[src/sv/msac_pkg.sv]
package msac_pkg;

   // verdict codes
   typedef enum logic [1:0] {
      VERDICT_ALLOW = 2'd0,
      VERDICT_DENY  = 2'd1,
      VERDICT_VOID  = 2'd2
   } verdict_type;

   // request word as carried on req_tdata, lowest field last
   typedef struct packed {
      logic [1:0]  pad;
      logic        tool_access;
      logic [1:0]  security_level;
      logic [15:0] index_object_type;
      logic [7:0]  byte_5;
      logic [7:0]  byte_4;
      logic [7:0]  byte_3;
      logic [7:0]  byte_2;
      logic [7:0]  byte_1;
      logic [7:0]  byte_0;
      logic [2:0]  frame_length;
   } req_word_type;

   localparam int unsigned REQ_DATA_W = $bits(req_word_type);

   // service codes
   localparam logic [9:0] SVC_PROP_WRITE      = 10'h3D7;
   localparam logic [9:0] SVC_FUNC_COMMAND    = 10'h2C7;
   localparam logic [9:0] SVC_PROP_READ       = 10'h3D5;
   localparam logic [9:0] SVC_FUNC_STATE_READ = 10'h2C8;
   localparam logic [9:0] SVC_EXT_WRITE_CON   = 10'h1CE;
   localparam logic [9:0] SVC_EXT_WRITE_UCON  = 10'h1D0;
   localparam logic [9:0] SVC_EXT_FUNC_CMD    = 10'h1D4;
   localparam logic [9:0] SVC_EXT_READ        = 10'h1CC;
   localparam logic [9:0] SVC_EXT_FUNC_STATE  = 10'h1D5;
   localparam logic [9:0] SVC_DESC_READ       = 10'h3D8;
   localparam logic [9:0] SVC_EXT_DESC_READ   = 10'h1D2;
   localparam logic [9:0] SVC_DEVDESC_READ    = 10'h300;
   localparam logic [9:0] SVC_MEM_READ        = 10'h200;
   localparam logic [9:0] SVC_EXT_MEM_READ    = 10'h1FD;
   localparam logic [9:0] SVC_USER_MEM_READ   = 10'h2C0;
   localparam logic [9:0] SVC_USER_MFR_READ   = 10'h2C5;
   localparam logic [9:0] SVC_MEM_WRITE       = 10'h280;
   localparam logic [9:0] SVC_EXT_MEM_WRITE   = 10'h1FB;
   localparam logic [9:0] SVC_USER_MEM_WRITE  = 10'h2C2;
   localparam logic [9:0] SVC_MEM_BIT_WRITE   = 10'h3CA;
   localparam logic [9:0] SVC_ADC_READ        = 10'h3C3;
   localparam logic [9:0] SVC_RESTART         = 10'h380;
   localparam logic [9:0] SVC_RESTART_MASTER  = 10'h381;
   localparam logic [9:0] SVC_ADDR_WRITE      = 10'h0C0;
   localparam logic [9:0] SVC_DOMAIN_WRITE    = 10'h3DE;
   localparam logic [9:0] SVC_DOMAIN_SEL      = 10'h3E0;
   localparam logic [9:0] SVC_ADC_CTRL        = 10'h180;
   localparam logic [9:0] SVC_KEY_WRITE       = 10'h3D3;
   localparam logic [9:0] SVC_AUTH_REQ        = 10'h3C0;
   localparam logic [9:0] SVC_AUTH_RSP        = 10'h3C1;

   // policy words: off half in [19:10], on half in [9:0]
   localparam logic [19:0] POL_STD       = {10'h3FF, 10'h0CC};
   localparam logic [19:0] POL_OPEN      = {10'h3FF, 10'h1FF};
   localparam logic [19:0] POL_TOOL      = {10'h3FF, 10'h00C};
   localparam logic [19:0] POL_TOOL_ALL  = {10'h00C, 10'h00C};
   localparam logic [19:0] POL_AUTH      = {10'h15F, 10'h04C};
   localparam logic [19:0] POL_CONF_TOOL = {10'h008, 10'h008};
   localparam logic [19:0] POL_SEC_STD   = {10'h1FF, 10'h0CC};
   localparam logic [19:0] POL_NONE      = {10'h3FF, 10'h000};

   localparam logic [15:0] OBJ_NONE = 16'hFFFF;
   localparam logic [15:0] OBJ_SEC  = 16'd17;

   function automatic logic [19:0] lookup_pol(input logic [15:0] obj, input logic [11:0] pid);
      logic [19:0] pol;
      unique case ({obj, pid})
         {16'd0, 12'd56}:  pol = POL_OPEN;
         {16'd0, 12'd57}, {16'd0, 12'd58}, {16'd0, 12'd59},
         {16'd0, 12'd70}, {16'd0, 12'd82}: pol = POL_TOOL;
         {16'd6, 12'd51}, {16'd6, 12'd58}: pol = POL_OPEN;
         {16'd6, 12'd80}, {16'd6, 12'd81}, {16'd6, 12'd82},
         {16'd6, 12'd83}: pol = POL_TOOL_ALL;
         {16'd8, 12'd51}, {16'd8, 12'd52}, {16'd8, 12'd53},
         {16'd8, 12'd57}, {16'd8, 12'd58}, {16'd8, 12'd68}: pol = POL_OPEN;
         {16'd11, 12'd79}, {16'd11, 12'd94}, {16'd11, 12'd95},
         {16'd11, 12'd96}, {16'd11, 12'd97}: pol = POL_AUTH;
         {16'd11, 12'd91}, {16'd11, 12'd92}, {16'd11, 12'd93}: pol = POL_CONF_TOOL;
         {16'd17, 12'd5}, {16'd17, 12'd51}, {16'd17, 12'd62}: pol = POL_AUTH;
         {16'd17, 12'd52}, {16'd17, 12'd53}, {16'd17, 12'd54},
         {16'd17, 12'd58}, {16'd17, 12'd59}, {16'd17, 12'd60},
         {16'd17, 12'd61}: pol = POL_TOOL_ALL;
         {16'd17, 12'd55}, {16'd17, 12'd57}: pol = POL_SEC_STD;
         {16'd17, 12'd56}: pol = POL_CONF_TOOL;
         default: begin
            if (obj == OBJ_SEC && pid > 12'd2) begin
               pol = POL_TOOL_ALL;
            end else begin
               pol = POL_STD;
            end
         end
      endcase
      return pol;
   endfunction

   // bit 0 read, bit 1 write
   function automatic logic [1:0] right_bits(input logic [19:0] pol, input logic secure,
                                             input logic [1:0] sec, input logic tool);
      logic [9:0] half;
      logic [1:0] rb;
      half = secure ? pol[9:0] : pol[19:10];
      priority if (sec == 2'd0) begin
         rb = half[9:8];
      end else if (tool) begin
         rb = sec[1] ? half[3:2] : half[1:0];
      end else begin
         rb = sec[1] ? half[7:6] : half[5:4];
      end
      return rb;
   endfunction

   function automatic logic [19:0] restart_pol(input logic [5:0] rtype, input logic [7:0] erase);
      logic [19:0] pol;
      if (rtype == 6'd0) begin
         pol = POL_STD;
      end else begin
         unique case (erase)
            8'h01: pol = POL_STD;
            8'h02, 8'h05, 8'h06, 8'h07: pol = POL_TOOL;
            default: pol = POL_NONE;
         endcase
      end
      return pol;
   endfunction

endpackage

[src/sv/management_service_access_check.sv]
// Management access check: one request word in, one verdict word out. Takes a
// word every cycle unless a low rsp_tready holds the pipe; each verdict passes
// through the input register, then the result register, and waits there while
// rsp_tready is low. secure_mode selects the on half of every policy and must
// only be written with no request in flight.
module management_service_access_check (
   input  logic        clock,
   input  logic        reset,
   input  logic        req_tvalid,
   output logic        req_tready,
   // frame_length[2:0], byte_0..byte_5[50:3], index_object_type[66:51],
   // security_level[68:67], tool_access[69], zero[71:70]
   input  logic [71:0] req_tdata,
   // apdu_type[9:0]
   input  logic [9:0]  req_tuser,
   output logic        rsp_tvalid,
   input  logic        rsp_tready,
   // verdict[1:0], zero[7:2]
   output logic [7:0]  rsp_tdata,
   input  logic        csr_wr_en,
   input  logic        csr_wr_data
);

   logic                  secure_mode_ff;
   logic                  s1_valid_ff, s1_valid_in;
   msac_pkg::req_word_type s1_word_ff;
   logic [9:0]            s1_apdu_ff;
   logic                  rsp_valid_ff, rsp_valid_in;
   msac_pkg::verdict_type rsp_verdict_ff, verdict;
   logic                  s1_adv;

   assign s1_adv      = s1_valid_ff && (!rsp_valid_ff || rsp_tready);
   assign req_tready  = !s1_valid_ff || s1_adv;
   assign s1_valid_in = (req_tvalid && req_tready) || (s1_valid_ff && !s1_adv);
   assign rsp_valid_in = s1_adv || (rsp_valid_ff && !rsp_tready);

   always_ff @(posedge clock) begin
      if (reset) begin
         secure_mode_ff <= 1'b0;
         s1_valid_ff    <= 1'b0;
         rsp_valid_ff   <= 1'b0;
      end else begin
         if (csr_wr_en) begin
            secure_mode_ff <= csr_wr_data;
         end
         s1_valid_ff  <= s1_valid_in;
         rsp_valid_ff <= rsp_valid_in;
      end
   end

   always_ff @(posedge clock) begin
      if (req_tvalid && req_tready) begin
         s1_word_ff <= msac_pkg::req_word_type'(req_tdata);
         s1_apdu_ff <= req_tuser;
      end
      if (s1_adv) begin
         rsp_verdict_ff <= verdict;
      end
   end

   // decode
   logic [15:0] ext_obj;
   logic [11:0] ext_pid;
   logic [2:0]  len;
   logic [5:0]  rst_type;
   logic [7:0]  rst_erase;
   logic [1:0]  rb_idx, rb_ext, rb_std, rb_tool, rb_rst;
   logic        iot_none;

   always_comb begin
      len       = s1_word_ff.frame_length;
      ext_obj   = {s1_word_ff.byte_1, s1_word_ff.byte_2};
      ext_pid   = {s1_word_ff.byte_4[3:0], s1_word_ff.byte_5};
      iot_none  = s1_word_ff.index_object_type == msac_pkg::OBJ_NONE;
      rst_type  = (len >= 3'd1) ? s1_word_ff.byte_0[5:0] : 6'd0;
      rst_erase = (rst_type == 6'd1 && len >= 3'd2) ? s1_word_ff.byte_1 : 8'd0;

      rb_idx  = msac_pkg::right_bits(
                   msac_pkg::lookup_pol(s1_word_ff.index_object_type,
                                        {4'd0, s1_word_ff.byte_2}),
                   secure_mode_ff, s1_word_ff.security_level, s1_word_ff.tool_access);
      rb_ext  = msac_pkg::right_bits(msac_pkg::lookup_pol(ext_obj, ext_pid),
                   secure_mode_ff, s1_word_ff.security_level, s1_word_ff.tool_access);
      rb_std  = msac_pkg::right_bits(msac_pkg::POL_STD,
                   secure_mode_ff, s1_word_ff.security_level, s1_word_ff.tool_access);
      rb_tool = msac_pkg::right_bits(msac_pkg::POL_TOOL,
                   secure_mode_ff, s1_word_ff.security_level, s1_word_ff.tool_access);
      rb_rst  = msac_pkg::right_bits(msac_pkg::restart_pol(rst_type, rst_erase),
                   secure_mode_ff, s1_word_ff.security_level, s1_word_ff.tool_access);

      unique case (s1_apdu_ff)
         msac_pkg::SVC_PROP_WRITE, msac_pkg::SVC_FUNC_COMMAND: begin
            if (len < 3'd3) verdict = msac_pkg::VERDICT_DENY;
            else if (iot_none) verdict = msac_pkg::VERDICT_ALLOW;
            else verdict = rb_idx[1] ? msac_pkg::VERDICT_ALLOW : msac_pkg::VERDICT_DENY;
         end
         msac_pkg::SVC_PROP_READ, msac_pkg::SVC_FUNC_STATE_READ: begin
            if (len < 3'd3) verdict = msac_pkg::VERDICT_DENY;
            else if (iot_none) verdict = msac_pkg::VERDICT_ALLOW;
            else verdict = rb_idx[0] ? msac_pkg::VERDICT_ALLOW : msac_pkg::VERDICT_DENY;
         end
         msac_pkg::SVC_EXT_WRITE_CON, msac_pkg::SVC_EXT_WRITE_UCON,
         msac_pkg::SVC_EXT_FUNC_CMD: begin
            if (len < 3'd6) verdict = msac_pkg::VERDICT_DENY;
            else verdict = rb_ext[1] ? msac_pkg::VERDICT_ALLOW : msac_pkg::VERDICT_DENY;
         end
         msac_pkg::SVC_EXT_READ, msac_pkg::SVC_EXT_FUNC_STATE: begin
            if (len < 3'd6) verdict = msac_pkg::VERDICT_DENY;
            else verdict = rb_ext[0] ? msac_pkg::VERDICT_ALLOW : msac_pkg::VERDICT_DENY;
         end
         msac_pkg::SVC_DESC_READ: begin
            if (len < 3'd4 || s1_word_ff.byte_2 == 8'd0 || iot_none) begin
               verdict = msac_pkg::VERDICT_ALLOW;
            end else begin
               verdict = (rb_idx != 2'd0) ? msac_pkg::VERDICT_ALLOW : msac_pkg::VERDICT_DENY;
            end
         end
         msac_pkg::SVC_EXT_DESC_READ: begin
            if (len < 3'd6) verdict = msac_pkg::VERDICT_DENY;
            else if (ext_pid == 12'd0) verdict = msac_pkg::VERDICT_ALLOW;
            else verdict = (rb_ext != 2'd0) ? msac_pkg::VERDICT_ALLOW : msac_pkg::VERDICT_DENY;
         end
         msac_pkg::SVC_DEVDESC_READ:
            verdict = (rb_std != 2'd0) ? msac_pkg::VERDICT_ALLOW : msac_pkg::VERDICT_VOID;
         msac_pkg::SVC_MEM_READ, msac_pkg::SVC_EXT_MEM_READ, msac_pkg::SVC_USER_MEM_READ,
         msac_pkg::SVC_USER_MFR_READ:
            verdict = rb_std[0] ? msac_pkg::VERDICT_ALLOW : msac_pkg::VERDICT_DENY;
         msac_pkg::SVC_MEM_WRITE, msac_pkg::SVC_EXT_MEM_WRITE, msac_pkg::SVC_USER_MEM_WRITE,
         msac_pkg::SVC_MEM_BIT_WRITE, msac_pkg::SVC_ADC_READ:
            verdict = rb_std[1] ? msac_pkg::VERDICT_ALLOW : msac_pkg::VERDICT_DENY;
         msac_pkg::SVC_RESTART, msac_pkg::SVC_RESTART_MASTER:
            verdict = (rb_rst != 2'd0) ? msac_pkg::VERDICT_ALLOW : msac_pkg::VERDICT_DENY;
         msac_pkg::SVC_ADDR_WRITE, msac_pkg::SVC_DOMAIN_WRITE, msac_pkg::SVC_DOMAIN_SEL,
         msac_pkg::SVC_ADC_CTRL:
            verdict = (rb_tool != 2'd0) ? msac_pkg::VERDICT_ALLOW : msac_pkg::VERDICT_DENY;
         msac_pkg::SVC_KEY_WRITE, msac_pkg::SVC_AUTH_REQ, msac_pkg::SVC_AUTH_RSP:
            verdict = (rb_std != 2'd0) ? msac_pkg::VERDICT_ALLOW : msac_pkg::VERDICT_DENY;
         default:
            verdict = msac_pkg::VERDICT_ALLOW;
      endcase
   end

   assign rsp_tvalid = rsp_valid_ff;
   assign rsp_tdata  = {6'd0, rsp_verdict_ff};

endmodule

[config.mk]
export PLATFORM = sky130hd
export DESIGN_NAME = management_service_access_check
export DESIGN_NICKNAME = d
export VERILOG_FILES = /design/src/sv/msac_pkg.sv /design/src/sv/management_service_access_check.sv
export SDC_FILE = /design/constraint.sdc
export NUM_CORES = 1
export LEC_CHECK = 0
export BUFFER_PORTS_ARGS = -buffer_cell sky130_fd_sc_hd__buf_2
export CELL_PAD_IN_SITES_DETAIL_PLACEMENT = 0
export CELL_PAD_IN_SITES_GLOBAL_PLACEMENT = 1
export CORE_ASPECT_RATIO = 0.75
export CORE_UTILIZATION = 43
export CTS_CLUSTER_SIZE = 12
export DETAILED_ROUTE_END_ITERATION = 10
export PLACE_DENSITY = 0.92
export SLEW_MARGIN = 20
export SYNTH_ARGS = -nofsm -noshare
export SYNTH_HDL_FRONTEND = slang
export SYNTH_SLANG_ARGS = --single-unit
[constraint.sdc]
create_clock -name clock -period 5.2 [get_ports clock]
set_input_delay 0.26 -clock clock [delete_from_list [all_inputs] [get_ports clock]]
set_output_delay 0.26 -clock clock [all_outputs]
set_load 0.02 [all_outputs]
==> results.toml <==
[cts]
cts_resized = 0
clkTransAtPathRegs_ps = 60
clock-sinks = 71
cts_htree_levels = 3
cts_tree = "built"
post_cts_buffers = 0
root_buffer = "clkbuf_16"
clk_latency_ps = 340
cts_buffer_depth = 2
cts_buffers = 9
hold_buffers = 0

[yosys]
ys_seq_elements = 71
synth_cells = 409
avgSynthCellArea_sq_um = 10.3
syn_area_sq_mm = 0.00422
synthFlopType = "edfxtp_1"
ys_warn_count = 0
synth-seq-area-share_pct = 49.9
synth.distinct_cells = 74
synth-edff-count = 68
synthArstFlopShare_pct = 0

[timing]
setup_viol = 0
final_max_slew_viol_count = 0
fin_setup_tns_ps = 0
finClkSkew_ps = 7.09
hold_viol = 0
fin_crit_ps = 3380
relSlewSlack_pct = 24.8
fin_crit_sh_pct = 65.0
fmax_mhz = 296
grt_setup_unrepaired = "false"
worst_pin_slew_ps = 1110

[floorplan]
core_sq_mm = 0.00927
die_w_um = 116
ioPinCount = 98
dieArea_sq_mm = 0.0102
rows = 30
start_util_pct = 45.5
die_y_um = 87.8

[flow_run]
cap_viol_max_count = 0

[global_routing]
antenna_found_initial = 0
grt_usage_pct = 20.8
first_global_vias = 3339
grt_max_degree = 67
gr-total-overflow = 0
grt_pass1_wl_mm = 16.2

[drt]
ant_nets = 0
wl_mm = 9.99
vias = 3653
drc = 0
drtIter0Drc = 269
drt-pass1-iter-count = 4
via_per_inst = 6.01
routedWlPerCell_um = 16.4

[layout]
final_cell_mix = "buf_2 (75), edfxtp_1 (68), nor2_1 (34)"
fin_nets = 563
fillers = 828
seq_area_sq_mm = 0.00210
fin_util_pct = 53.4
diodes = 0
final_common_cell = "buf_2"
multi_input_area_sq_mm = 0.00195
drive_above_1_share_pct = 24.0
syn2layout_area_growth_pct = 17.4

[critical_path]
reg2reg_depth = 8
r2r_end = "rsp_verdict_ff[0]"
cpPeakStageDelay_ps = 570
critical_path_class = "flip-flop to flip-flop"
critPathSlowestCell = "or4_4"
rr_startpoint = "s1_word_ff[56]"
critPathCaptureType = "flip-flop"
cp_cell_sequence = "or4_4 > or3_4 > or4_4 > a311o_1 > a211o_1 > o21ai_2 > a41oi_1 > o311ai_1"
critPathRequiredTime_ps = 5340
cpMostUsedCell = "or4_4"
crit_fanout = 4
start_kind = "flip-flop"
cp_data_arrival_time_ps = 3520
reg2reg_slack_ps = 1820

[power]
vdd_drop_max_mv = 0.228
p_leak_nw = 1.76
power.density_mw_per_mm2 = 293

[worst_hold_path]
holdPathEnd = "ext_pid[8]"
hp-class = "input pin to flip-flop"
holdPathStages = 1
hp-start = "req_tdata[35]"

[run_status]
status = "finished clean"

[placed_design]
dp_hpwl_mm = 7.13
gp_congestion = 0.938
io_buffer_count = 75
==> logic make-up after synthesis <==
| kind of cell | after synthesis | synth area share, % |
|---|---|---|
| AND/OR/NAND/NOR | 202 | 28.5 |
| AO/OA/AOI/OAI | 91 | 15.8 |
| flip-flops | 71 | 49.9 |
| buffers and inverters | 38 | 4.36 |
| XOR/XNOR | 3 | 0.623 |
| multiplexers | 3 | 0.771 |
| other | 1 | 0.0889 |
==> worst max path at each step <==
| stage | startpoint | to | slack (ps) | depth (start not counted) |
|---|---|---|---|---|
| 2_1_floorplan | s1_word_ff[56] | rsp_verdict_ff[0] | 2070 | 8 |
| 3_3_place_gp | s1_word_ff[56] | rsp_verdict_ff[0] | 1890 | 8 |
| 3_5_place_dp | s1_word_ff[56] | rsp_verdict_ff[0] | 1830 | 8 |
| 4_1_cts | s1_word_ff[56] | rsp_verdict_ff[0] | 1810 | 8 |
| 5_1_grt | ext_obj[5] | rsp_verdict_ff[0] | 1480 | 8 |
| 6_report | s1_word_ff[56] | rsp_verdict_ff[0] | 1820 | 8 |
==> synthesized netlist by cell type (all sizes together), types with 4 or more instances <==
cell type  instances  share of area [%]
nand3             21                2.5
o32ai              6                1.2
nand4             17                2.5
nor3b              5               0.89
o2111ai            4               0.83
or4                8                1.6
a211oi             7                1.2
or3                5               0.98
o211ai             5               0.89
nor2b             10                1.5
buf                9                1.8
nor2              34                3.0
and3               6               0.95
a21oi             14                1.7
nand2             21                1.9
nor4              14                2.1
inv                9               0.80
and2               4               0.59
clkbuf            19                1.7
nand2b             5               0.74
nor3              18                2.1
o21ai             16                2.0
nor4b              5                1.2
nand3b             5               0.89
edfxtp            68                 48
o211a              4               0.95
nor4bb             4               0.95
==> state kept, by name, indices dropped and copies added, names as in the netlist <==
register	cells
s1_word_ff	25
ext_obj	16
ext_pid	12
s1_apdu_ff	10
len	3
rsp_verdict_ff	2
rsp_tvalid	1
s1_valid_ff	1
secure_mode_ff	1
==> power breakdown <==
| part | total, mW | internal, mW | switching (mW) |
|---|---|---|---|
| clock network | 0.628 | 0.376 | 0.252 |
| registers | 0.712 | 0.666 | 0.0461 |
| logic | 0.113 | 0.0520 | 0.0608 |
==> routing by layer <==
| layer | up-vias | part of all wire, % | GRT usage (%) | wire [um] |
|---|---|---|---|---|
| li1 | 1768 | - | - | - |
| met1 | 1697 | 46 | 28.7 | 4590 |
| met2 | 170 | 45 | 31.0 | 4490 |
| met3 | 18 | 7.2 | 5.61 | 718 |
| met4 | 0 | 1.9 | 8.74 | 189 |
| met5 | - | 0 | 0 | 0 |
==> metrics by stage <==
step           worst slack [ps]  power (mW)  hold slack (ps)  std cells  instance area (sq um)
4_1_cts                    1810        1.46             84.6        608                   4950
2_1_floorplan              2070       0.787              332        414                   4240
3_5_place_dp               1830       0.834              438        592                   4650
3_3_place_gp               1890       0.829              436        592                   4650
6_report                   1820        1.45             90.9        608                   4950
5_1_grt                    1480        1.50             81.0        608                   4950
==> critical path, delay by kind of cell (launching register included) <==
| kind | cells | cell delay, ps |
|---|---|---|
| simple gates | 3 | 1540 |
| compound gates | 5 | 1270 |
| flops | 1 | 390 |
==> final cells by class <==
class | instances | area share, %
sequential | 71 | 42.5
tap | 128 | 3.23
inverter | 10 | 0.758
multi-input combinational | 305 | 39.4
timing repair buffer | 78 | 8.04
clock buffer | 9 | 4.55
clock inverter | 7 | 1.57
No activity file was read; power rests on OpenSTA's default activity.
